===== config.mk =====
export PLATFORM = sky130hd
export DESIGN_NAME = peer_table_with_liveness
export DESIGN_NICKNAME = d
export VERILOG_FILES = /design/src/design/ptl_pkg.sv /design/src/design/ptl_table.sv /design/src/design/ptl_cmp.sv /design/src/design/ptl_ctrl.sv /design/src/design/peer_table_with_liveness.sv
export VERILOG_INCLUDE_DIRS = /design/src /design/src/design
export SDC_FILE = /design/constraint.sdc
export NUM_CORES = 2
export LEC_CHECK = 0
export ABC_CLOCK_PERIOD_IN_PS = 19400
export CORE_MARGIN = 4
export CORE_UTILIZATION = 65
export CTS_BUF_LIST = sky130_fd_sc_hd__clkbuf_16
export DETAILED_ROUTE_END_ITERATION = 10
export DONT_BUFFER_PORTS = 1
export GPL_ROUTABILITY_DRIVEN = 0
export PLACE_DENSITY = 0.87
export RECOVER_POWER = 25
export SETUP_SLACK_MARGIN = 0.5
export SYNTH_ARGS = -nofsm -noshare
export SYNTH_HDL_FRONTEND = slang
export SYNTH_HIERARCHICAL = 1
export SYNTH_SLANG_ARGS = --single-unit

===== constraint.sdc =====
create_clock -name i_clk -period 19.4 [get_ports i_clk]
set_input_delay 0.97 -clock i_clk [delete_from_list [all_inputs] [get_ports i_clk]]
set_output_delay 0.97 -clock i_clk [all_outputs]
set_load 0.005 [all_outputs]

===== src/design/peer_table_with_liveness_assert.svh =====
// Assertion macros for the peer table checks
`ifndef PEER_TABLE_WITH_LIVENESS_ASSERT_SVH
`define PEER_TABLE_WITH_LIVENESS_ASSERT_SVH

// Antecedent implies consequent in the same cycle
`define PTL_ASSERT_NOW(lbl, clk, rst_n, ante, cons) \
    lbl: assert property (@(posedge clk) disable iff (!(rst_n)) (ante) |-> (cons)) \
        else $error("peer table check failed");

// Antecedent implies consequent in the next cycle
`define PTL_ASSERT_NEXT(lbl, clk, rst_n, ante, cons) \
    lbl: assert property (@(posedge clk) disable iff (!(rst_n)) (ante) |=> (cons)) \
        else $error("peer table check failed");

`endif


===== src/design/ptl_pkg.sv =====
// Shared types and constants of the peer table
`timescale 1ns / 1ps

package ptl_pkg;

    localparam int TABLE_DEPTH   = 16;
    localparam int MESSAGE_BYTES = 244;
    localparam int MAX_RESULTS   = 16;

    localparam int IDX_W = (TABLE_DEPTH > 1) ? $clog2(TABLE_DEPTH) : 1;
    localparam int CNT_W = $clog2(TABLE_DEPTH + 1);
    localparam int RES_W = $clog2(MAX_RESULTS + 1);

    localparam logic [31:0] TIMEOUT_RESET  = 32'd60000;
    localparam logic [7:0]  SENSOR_MIN_LEN = 8'd8;

    // request types
    localparam logic [1:0] REQ_FRAME  = 2'd0;
    localparam logic [1:0] REQ_REMOVE = 2'd1;
    localparam logic [1:0] REQ_SWEEP  = 2'd2;

    // message types
    localparam logic [1:0] MSG_PAIR  = 2'd0;
    localparam logic [1:0] MSG_DATA  = 2'd1;
    localparam logic [1:0] MSG_ECHO  = 2'd2;
    localparam logic [1:0] MSG_OTHER = 2'd3;

    // peer kinds that carry data
    localparam logic [2:0] KIND_SENSOR = 3'd1;
    localparam logic [2:0] KIND_SWITCH = 3'd2;
    localparam logic [2:0] KIND_DIMMER = 3'd4;

    // config register indexes
    localparam logic CFG_PAIR_EN = 1'b0;
    localparam logic CFG_TIMEOUT = 1'b1;

    typedef enum logic [3:0] {
        STAT_PAIRED    = 4'd0,
        STAT_DATA      = 4'd1,
        STAT_PONG      = 4'd2,
        STAT_REMOVED   = 4'd3,
        STAT_OFFLINE   = 4'd4,
        STAT_NONE      = 4'd5,
        STAT_SHORT     = 4'd6,
        STAT_PAIR_OFF  = 4'd7,
        STAT_FULL      = 4'd8,
        STAT_DUP       = 4'd9,
        STAT_UNK_PEER  = 4'd10,
        STAT_UNK_TYPE  = 4'd11
    } t_status;

    typedef enum logic [1:0] {
        REP_NONE = 2'd0,
        REP_ACK  = 2'd1,
        REP_PONG = 2'd2
    } t_reply;

    typedef enum logic [2:0] {
        ST_IDLE,
        ST_LOOK,
        ST_SHIFT,
        ST_SWEEP,
        ST_EMIT
    } t_state;

    typedef struct packed {
        logic [1:0]  req_type;
        logic [7:0]  frame_length;
        logic [1:0]  msg_type;
        logic [2:0]  client_kind;
        logic [47:0] peer_mac;
        logic [7:0]  payload_len;
        logic [63:0] payload_low;
        logic [31:0] now_ms;
    } t_req;

    typedef struct packed {
        logic [47:0] mac;
        logic [2:0]  kind;
        logic        online;
        logic [31:0] last_seen;
        logic [63:0] sensor_raw;
        logic        switch_on;
        logic [7:0]  dimmer;
    } t_entry;

    typedef struct packed {
        logic             we;
        logic [IDX_W-1:0] waddr;
        t_entry           wdata;
        logic [IDX_W-1:0] raddr;
    } t_mem_cmd;

    typedef struct packed {
        logic mac_eq;
        logic stale;
    } t_cmp_res;

    typedef struct packed {
        t_status    status;
        logic [3:0] entry_index;
        t_reply     reply_kind;
        logic       last_result;
    } t_result;

endpackage


===== src/design/ptl_table.sv =====
// Peer entry memory: one write port, one registered read port
`timescale 1ns / 1ps

module ptl_table import ptl_pkg::*; (
    input  logic     i_clk,
    input  t_mem_cmd i_cmd,
    output t_entry   o_rdata
);

    t_entry r_mem [TABLE_DEPTH];
    t_entry r_rdata;

    always_ff @(posedge i_clk) begin
        if (i_cmd.we) begin
            r_mem[i_cmd.waddr] <= i_cmd.wdata;
        end
    end

    always_ff @(posedge i_clk) begin
        r_rdata <= r_mem[i_cmd.raddr];
    end

    assign o_rdata = r_rdata;

endmodule


===== src/design/ptl_cmp.sv =====
// Shared compare unit: MAC match and staleness test for one entry
`timescale 1ns / 1ps

module ptl_cmp import ptl_pkg::*; (
    input  logic [47:0] i_mac_a,
    input  logic [47:0] i_mac_b,
    input  logic [31:0] i_now,
    input  logic [31:0] i_last_seen,
    input  logic [31:0] i_timeout,
    output t_cmp_res    o_res
);

    logic [31:0] age;

    // age wraps modulo 2^32 with the time base
    assign age          = i_now - i_last_seen;
    assign o_res.mac_eq = (i_mac_a == i_mac_b);
    assign o_res.stale  = (age > i_timeout);

endmodule


===== src/design/ptl_ctrl.sv =====
// Sequencer walks 1 entry/cycle: lookup, compaction, sweep (holds if output full)
`timescale 1ns / 1ps

module ptl_ctrl import ptl_pkg::*; (
    input  logic             i_clk,
    input  logic             i_rst_n,
    input  logic             i_valid,
    input  t_req             i_req,
    input  logic             i_pair_en,
    input  logic             i_slot_free,
    input  t_entry           i_rd_entry,
    input  t_cmp_res         i_cmp,
    output logic             o_ready,
    output logic [47:0]      o_cur_mac,
    output logic [31:0]      o_cur_now,
    output t_mem_cmd         o_mem,
    output logic             o_emit_valid,
    output t_result          o_emit,
    output logic [CNT_W-1:0] o_count
);

    t_state           r_state, n_state;
    t_req             r_req, n_req;
    logic [CNT_W-1:0] r_idx, n_idx;
    logic [CNT_W-1:0] r_count, n_count;
    t_result          r_res, n_res;
    logic             r_pend_v, n_pend_v;
    logic [IDX_W-1:0] r_pend_idx, n_pend_idx;
    logic [RES_W-1:0] r_nres, n_nres;
    logic [IDX_W-1:0] r_hit, n_hit;

    logic [CNT_W-1:0] idx_p1, idx_p2;
    logic [IDX_W-1:0] idx_low;
    t_entry           upd_entry, new_entry, off_entry;

    function automatic t_result mk_res(t_status st, logic [IDX_W-1:0] idx, t_reply rp,
                                       logic last);
        t_result r;
        r.status      = st;
        r.entry_index = 4'(idx);
        r.reply_kind  = rp;
        r.last_result = last;
        return r;
    endfunction

    function automatic t_entry apply_update(t_entry e, t_req q);
        t_entry r;
        r = e;
        if (q.msg_type == MSG_DATA) begin
            case (e.kind)
                KIND_SENSOR: begin
                    if (q.payload_len >= SENSOR_MIN_LEN) r.sensor_raw = q.payload_low;
                end
                KIND_SWITCH: begin
                    if (q.payload_len != 8'd0) r.switch_on = (q.payload_low[7:0] != 8'd0);
                end
                KIND_DIMMER: begin
                    if (q.payload_len != 8'd0) r.dimmer = q.payload_low[7:0];
                end
                default: begin
                end
            endcase
        end
        r.last_seen = q.now_ms;
        r.online    = 1'b1;
        return r;
    endfunction

    assign idx_p1  = CNT_W'(r_idx + 1'b1);
    assign idx_p2  = CNT_W'(r_idx + 2'd2);
    assign idx_low = r_idx[IDX_W-1:0];

    assign upd_entry = apply_update(i_rd_entry, r_req);

    always_comb begin
        new_entry            = '0;
        new_entry.mac        = r_req.peer_mac;
        new_entry.kind       = r_req.client_kind;
        new_entry.online     = 1'b1;
        new_entry.last_seen  = r_req.now_ms;
        off_entry            = i_rd_entry;
        off_entry.online     = 1'b0;
    end

    always_ff @(posedge i_clk) begin
        if (!i_rst_n) begin
            r_state  <= ST_IDLE;
            r_count  <= '0;
            r_pend_v <= 1'b0;
        end else begin
            r_state  <= n_state;
            r_count  <= n_count;
            r_pend_v <= n_pend_v;
        end
    end

    always_ff @(posedge i_clk) begin
        r_req      <= n_req;
        r_idx      <= n_idx;
        r_res      <= n_res;
        r_pend_idx <= n_pend_idx;
        r_nres     <= n_nres;
        r_hit      <= n_hit;
    end

    always_comb begin
        n_state      = r_state;
        n_req        = r_req;
        n_idx        = r_idx;
        n_count      = r_count;
        n_res        = r_res;
        n_pend_v     = r_pend_v;
        n_pend_idx   = r_pend_idx;
        n_nres       = r_nres;
        n_hit        = r_hit;
        o_ready      = 1'b0;
        o_emit_valid = 1'b0;
        o_emit       = r_res;
        o_mem.we     = 1'b0;
        o_mem.waddr  = idx_low;
        o_mem.wdata  = i_rd_entry;
        o_mem.raddr  = idx_p1[IDX_W-1:0];

        case (r_state)
            ST_IDLE: begin
                o_ready     = 1'b1;
                o_mem.raddr = '0;
                if (i_valid) begin
                    n_req    = i_req;
                    n_idx    = '0;
                    n_nres   = '0;
                    n_pend_v = 1'b0;
                    case (i_req.req_type)
                        REQ_SWEEP:  n_state = ST_SWEEP;
                        REQ_REMOVE: n_state = ST_LOOK;
                        REQ_FRAME: begin
                            if (i_req.frame_length < 8'(MESSAGE_BYTES)) begin
                                n_res   = mk_res(STAT_SHORT, '0, REP_NONE, 1'b1);
                                n_state = ST_EMIT;
                            end else begin
                                case (i_req.msg_type)
                                    MSG_PAIR: begin
                                        if (!i_pair_en) begin
                                            n_res   = mk_res(STAT_PAIR_OFF, '0, REP_NONE, 1'b1);
                                            n_state = ST_EMIT;
                                        end else if (r_count >= CNT_W'(TABLE_DEPTH)) begin
                                            n_res   = mk_res(STAT_FULL, '0, REP_NONE, 1'b1);
                                            n_state = ST_EMIT;
                                        end else begin
                                            n_state = ST_LOOK;
                                        end
                                    end
                                    MSG_OTHER: begin
                                        n_res   = mk_res(STAT_UNK_TYPE, '0, REP_NONE, 1'b1);
                                        n_state = ST_EMIT;
                                    end
                                    default: n_state = ST_LOOK;
                                endcase
                            end
                        end
                        default: begin
                            n_res   = mk_res(STAT_UNK_TYPE, '0, REP_NONE, 1'b1);
                            n_state = ST_EMIT;
                        end
                    endcase
                end
            end

            // read data holds entry r_idx; next address goes out each cycle
            ST_LOOK: begin
                if (r_idx >= r_count) begin
                    if (r_req.req_type == REQ_FRAME && r_req.msg_type == MSG_PAIR) begin
                        o_mem.we    = 1'b1;
                        o_mem.waddr = r_count[IDX_W-1:0];
                        o_mem.wdata = new_entry;
                        n_count     = CNT_W'(r_count + 1'b1);
                        n_res       = mk_res(STAT_PAIRED, r_count[IDX_W-1:0], REP_ACK, 1'b1);
                    end else begin
                        n_res = mk_res(STAT_UNK_PEER, '0, REP_NONE, 1'b1);
                    end
                    n_state = ST_EMIT;
                end else if (i_cmp.mac_eq) begin
                    if (r_req.req_type == REQ_REMOVE) begin
                        n_hit   = idx_low;
                        n_state = ST_SHIFT;
                    end else if (r_req.msg_type == MSG_PAIR) begin
                        n_res   = mk_res(STAT_DUP, idx_low, REP_NONE, 1'b1);
                        n_state = ST_EMIT;
                    end else begin
                        o_mem.we    = 1'b1;
                        o_mem.wdata = upd_entry;
                        if (r_req.msg_type == MSG_DATA) begin
                            n_res = mk_res(STAT_DATA, idx_low, REP_NONE, 1'b1);
                        end else begin
                            n_res = mk_res(STAT_PONG, idx_low, REP_PONG, 1'b1);
                        end
                        n_state = ST_EMIT;
                    end
                end else begin
                    n_idx = idx_p1;
                end
            end

            // read data holds entry r_idx+1, copied down to r_idx
            ST_SHIFT: begin
                if (idx_p1 < r_count) begin
                    o_mem.we    = 1'b1;
                    o_mem.raddr = idx_p2[IDX_W-1:0];
                    n_idx       = idx_p1;
                end else begin
                    n_count = CNT_W'(r_count - 1'b1);
                    n_res   = mk_res(STAT_REMOVED, r_hit, REP_NONE, 1'b1);
                    n_state = ST_EMIT;
                end
            end

            // a stale hit is held back until the next one or the end of the
            // walk shows whether it is the final beat
            ST_SWEEP: begin
                if (r_idx >= r_count || r_nres == RES_W'(MAX_RESULTS)) begin
                    if (r_pend_v) begin
                        n_res = mk_res(STAT_OFFLINE, r_pend_idx, REP_NONE, 1'b1);
                    end else begin
                        n_res = mk_res(STAT_NONE, '0, REP_NONE, 1'b1);
                    end
                    n_state = ST_EMIT;
                end else if (i_rd_entry.online && i_cmp.stale) begin
                    if (r_pend_v && !i_slot_free) begin
                        o_mem.raddr = idx_low;
                    end else begin
                        if (r_pend_v) begin
                            o_emit_valid = 1'b1;
                            o_emit       = mk_res(STAT_OFFLINE, r_pend_idx, REP_NONE, 1'b0);
                        end
                        o_mem.we    = 1'b1;
                        o_mem.wdata = off_entry;
                        n_pend_v    = 1'b1;
                        n_pend_idx  = idx_low;
                        n_nres      = RES_W'(r_nres + 1'b1);
                        n_idx       = idx_p1;
                    end
                end else begin
                    n_idx = idx_p1;
                end
            end

            ST_EMIT: begin
                if (i_slot_free) begin
                    o_emit_valid = 1'b1;
                    n_state      = ST_IDLE;
                end
            end

            default: n_state = ST_IDLE;
        endcase
    end

    assign o_cur_mac = r_req.peer_mac;
    assign o_cur_now = r_req.now_ms;
    assign o_count   = r_count;

endmodule


===== src/design/peer_table_with_liveness.sv =====
// Peer table with liveness: a rejected item goes straight to its result; a lookup, a
// remove or a sweep walks the table first. Each loads its final beat into the output
// register once that register is free. Ready returns the cycle after the final beat is
// loaded; the table walks one entry a cycle, but a sweep holds while the output is full.
// Reset (synchronous, active low) clears the entry count, the output valid flag and the
// config (pairing off, timeout 60000 ms); table contents are left as they are.
`timescale 1ns / 1ps

`include "peer_table_with_liveness_assert.svh"

module peer_table_with_liveness import ptl_pkg::*; (
    input  logic        i_clk,
    input  logic        i_rst_n,
    input  logic        i_cfg_wr_en,
    input  logic        i_cfg_addr,
    input  logic [31:0] i_cfg_wdata,
    input  logic        i_valid,
    output logic        o_ready,
    input  logic [1:0]  i_req_type,
    input  logic [7:0]  i_frame_length,
    input  logic [1:0]  i_msg_type,
    input  logic [2:0]  i_client_kind,
    input  logic [47:0] i_peer_mac,
    input  logic [7:0]  i_payload_len,
    input  logic [63:0] i_payload_low,
    input  logic [31:0] i_now_ms,
    output logic        o_valid,
    input  logic        i_ready,
    output logic [3:0]  o_status,
    output logic [3:0]  o_entry_index,
    output logic [1:0]  o_reply_kind,
    output logic        o_last_result
);

    logic             r_pair_en;
    logic [31:0]      r_timeout;
    logic             r_out_v;
    t_result          r_out;

    t_req             req;
    t_entry           rd_entry;
    t_cmp_res         cmp_res;
    t_mem_cmd         mem_cmd;
    t_result          emit;
    logic             emit_valid;
    logic             slot_free;
    logic [47:0]      cur_mac;
    logic [31:0]      cur_now;
    logic [CNT_W-1:0] count;

    assign req.req_type     = i_req_type;
    assign req.frame_length = i_frame_length;
    assign req.msg_type     = i_msg_type;
    assign req.client_kind  = i_client_kind;
    assign req.peer_mac     = i_peer_mac;
    assign req.payload_len  = i_payload_len;
    assign req.payload_low  = i_payload_low;
    assign req.now_ms       = i_now_ms;

    always_ff @(posedge i_clk) begin
        if (!i_rst_n) begin
            r_pair_en <= 1'b0;
            r_timeout <= TIMEOUT_RESET;
        end else if (i_cfg_wr_en) begin
            case (i_cfg_addr)
                CFG_PAIR_EN: r_pair_en <= i_cfg_wdata[0];
                CFG_TIMEOUT: r_timeout <= i_cfg_wdata;
                default: begin
                end
            endcase
        end
    end

    // output register parts the sequencer from the result side
    assign slot_free = !r_out_v || i_ready;

    always_ff @(posedge i_clk) begin
        if (!i_rst_n) begin
            r_out_v <= 1'b0;
        end else if (emit_valid) begin
            r_out_v <= 1'b1;
        end else if (i_ready) begin
            r_out_v <= 1'b0;
        end
    end

    always_ff @(posedge i_clk) begin
        if (emit_valid) begin
            r_out <= emit;
        end
    end

    ptl_table u_table (
        .i_clk   (i_clk),
        .i_cmd   (mem_cmd),
        .o_rdata (rd_entry)
    );

    ptl_cmp u_cmp (
        .i_mac_a     (cur_mac),
        .i_mac_b     (rd_entry.mac),
        .i_now       (cur_now),
        .i_last_seen (rd_entry.last_seen),
        .i_timeout   (r_timeout),
        .o_res       (cmp_res)
    );

    ptl_ctrl u_ctrl (
        .i_clk        (i_clk),
        .i_rst_n      (i_rst_n),
        .i_valid      (i_valid),
        .i_req        (req),
        .i_pair_en    (r_pair_en),
        .i_slot_free  (slot_free),
        .i_rd_entry   (rd_entry),
        .i_cmp        (cmp_res),
        .o_ready      (o_ready),
        .o_cur_mac    (cur_mac),
        .o_cur_now    (cur_now),
        .o_mem        (mem_cmd),
        .o_emit_valid (emit_valid),
        .o_emit       (emit),
        .o_count      (count)
    );

    assign o_valid       = r_out_v;
    assign o_status      = r_out.status;
    assign o_entry_index = r_out.entry_index;
    assign o_reply_kind  = r_out.reply_kind;
    assign o_last_result = r_out.last_result;

    `PTL_ASSERT_NOW(a_count_bound, i_clk, i_rst_n, 1'b1, count <= CNT_W'(TABLE_DEPTH))
    `PTL_ASSERT_NEXT(a_busy_after_accept, i_clk, i_rst_n, i_valid && o_ready, !o_ready)
    `PTL_ASSERT_NOW(a_emit_into_free_slot, i_clk, i_rst_n, emit_valid, slot_free)

endmodule

==> flow_metrics.env <==
export IMPL_drv_cap=4
export IMPL_cp_required_ns=20.01
export IMPL_power_density_nw_per_um2=164
export IMPL_cellLeakagePower_uw=0.0222
export IMPL_grt_setup_unrepaired="no"
export IMPL_nFillCells=5255
export IMPL_setup_tns_ns=0
export IMPL_yosys_warnings=6
export IMPL_synth_cells=3426
export IMPL_drtIter0Drc=4994
export IMPL_h_tree_depth=4
export IMPL_fp_dieW_um=318
export IMPL_grt_pass1_vias=33700
export IMPL_cpPeakStageDelay_ns=0.95
export IMPL_critical_path_class="reg2reg"
export IMPL_worstMarginPinSlew_ns=4.11
export IMPL_clock_sinks=1543
export IMPL_hold_buffers=0
export IMPL_io_buffers=0
export IMPL_routed_wl_mm=154
export IMPL_root_buffer="clkbuf_16"
export IMPL_viasPerCell=7.02
export IMPL_synth_area_um2=62400
export IMPL_die_area_um2=101000
export IMPL_num_io_pins=218
export IMPL_drv_slew=176
export IMPL_outcome="finished, violations left"
export IMPL_setup_viol=0
export IMPL_cts_buffers=146
export IMPL_synth_nets=3719
export IMPL_endpoint_kind="flip-flop"
export IMPL_clk_path_buf_depth=3
export IMPL_stdcell_area_um2=67300
export IMPL_peakVddDrop_v=0.000173
export IMPL_placementRows=113
export IMPL_areaGrowthSynthToFinish_pct=7.84
export IMPL_violations="capacitance limit, slew limit"
export IMPL_slowest_stage="buf_4"
export IMPL_postRouteAntennaNets=0
export IMPL_grt_pass1_wl_mm=225
export IMPL_skew_ns=0.0494
export IMPL_cts_resized=0
export IMPL_slew_limit_headroom=-1.74
export IMPL_power_uw=11000
export IMPL_clkTransAtPathRegs_ns=0.06
export IMPL_cts_tree="yes"
export IMPL_drive_gt1_frac=0.193
export IMPL_fin_crit_ns=10.07
export IMPL_final_hold_violation_count=0
export IMPL_dpl_hpwl_mm=79.0
export IMPL_clock_latency_ns=0.78
export IMPL_worstPathArrival_ns=10.69
export IMPL_synth_area_per_cell_um2=18.2
export IMPL_chipHeight_um=318
export IMPL_max_freq_mhz=99.3
export IMPL_grt_overflow_total=0
export IMPL_register_area_um2=45100
export IMPL_start_util=0.656
export IMPL_vias=33200
export IMPL_drc=0
export IMPL_cp_start_kind="flip-flop"
export IMPL_detail_route_first_pass_iterations=6
export IMPL_wl_per_cell_um=32.5
export IMPL_placed_cell_area_um2=62900
export IMPL_multi_input_area_um2=15200
export IMPL_post_route_period_util=0.519
export IMPL_antenna_found_initial=1
export IMPL_cts_setup_buffers=0
export IMPL_hold_class="in2reg"
export IMPL_final_nets=3625
export IMPL_core_area_um2=95200
export IMPL_grt_usage=0.305
export IMPL_cpMostUsedCell="buf_4"
export IMPL_worstPathMaxFanout=100
export IMPL_grt_max_degree=146
stage by stage:
stage / hold WS [ns] / std cells / utilization / worst slack [ns]
4_1_cts: 0.251 / 4719 / 0.709 / 9.26
2_1_floorplan: 0.428 / 3426 / - / 8.57
3_5_place_dp: 0.449 / 4449 / 0.661 / 9.36
5_1_grt: 0.263 / 4719 / 0.707 / 8.48
6_report: 0.296 / 4724 / 0.707 / 9.33
3_3_place_gp: 0.442 / 4449 / 0.661 / 9.67
power breakdown:
| group | switching [uW] | internal (uW) |
|---|---|---|
| Sequential | 177 | 4300 |
| Clock | 1230 | 1520 |
| Combinational | 2250 | 1530 |
| Total | 3660 | 7350 |
worst max-delay path: cells and delay by family (launching register included):
family / cells / cell delay, ns
flops: 1 / 0.51
fa+ha+maj: 2 / 0.73
simple gates: 9 / 2.08
xor+xnor: 1 / 0.19
mux: 1 / 0.61
compound gates: 8 / 2.43
buf+inv: 4 / 3.14
cells in the final DEF (no fill, tap or decap), types with 57 or more instances in the layout:
| master | n |
|---|---|
| edfxtp_1 | 1419 |
| mux4_2 | 307 |
| nand2_1 | 285 |
| clkbuf_16 | 147 |
| a22oi_1 | 142 |
| inv_1 | 132 |
| dfxtp_1 | 124 |
| ha_1 | 86 |
| xor2_1 | 61 |
| o21ai_0 | 57 |
area by class of cell:
class | count | area share
Antenna cell | 5 | 0.000186
Multi-Input combinational cell | 1484 | 0.226
Clock buffer | 147 | 0.0547
Timing Repair Buffer | 55 | 0.00640
Sequential cell | 1543 | 0.670
Clock inverter | 123 | 0.0132
Tap cell | 1265 | 0.0235
Inverter | 102 | 0.00569
metal layers:
| metal | vias to the layer above | track usage | part of all wire |
|---|---|---|---|
| met5 | - | 0 | 0.000091 |
| met1 | 16800 | 0.393 | 0.34 |
| met2 | 2654 | 0.491 | 0.49 |
| met3 | 533 | 0.0728 | 0.11 |
| met4 | 2 | 0.159 | 0.055 |
| li1 | 13200 | - | - |
path summary, 6_finish.rpt:
kind	end	cells after the start	from	slack [ns]
min	u_ctrl/o_cur_mac[25]$_DFFE_PP_	0	i_peer_mac[25]	0.30
min reg2reg	r_timeout[18]$_SDFFE_PN0P_	2	r_timeout[18]$_SDFFE_PN0P_	0.46
max reg2reg	u_table/o_rdata[126]$_DFF_P_	25	u_ctrl/o_cur_now[6]$_DFFE_PP_	9.33
max	u_table/o_rdata[126]$_DFF_P_	25	u_ctrl/o_cur_now[6]$_DFFE_PP_	9.33
sequential cells by signal, indices dropped and copies added, names as in the netlist:
register	cells
o_last_result	1
o_status	4
u_ctrl/r_hit	4
u_ctrl/o_cur_now	32
u_ctrl/o_cur_mac	48
u_ctrl/r_pend_v	1
r_pair_en	1
u_table/o_rdata	81
u_ctrl/r_res	10
o_entry_index	4
u_ctrl/o_count	5
u_ctrl/r_pend_idx	4
u_ctrl/r_state	3
u_ctrl/r_req	4
o_reply_kind	2
u_ctrl/r_nres	5
r_timeout	32
u_table/r_mem	1296
u_ctrl/r_idx	5
o_valid	1
Power figures use the tool's default switching activity.
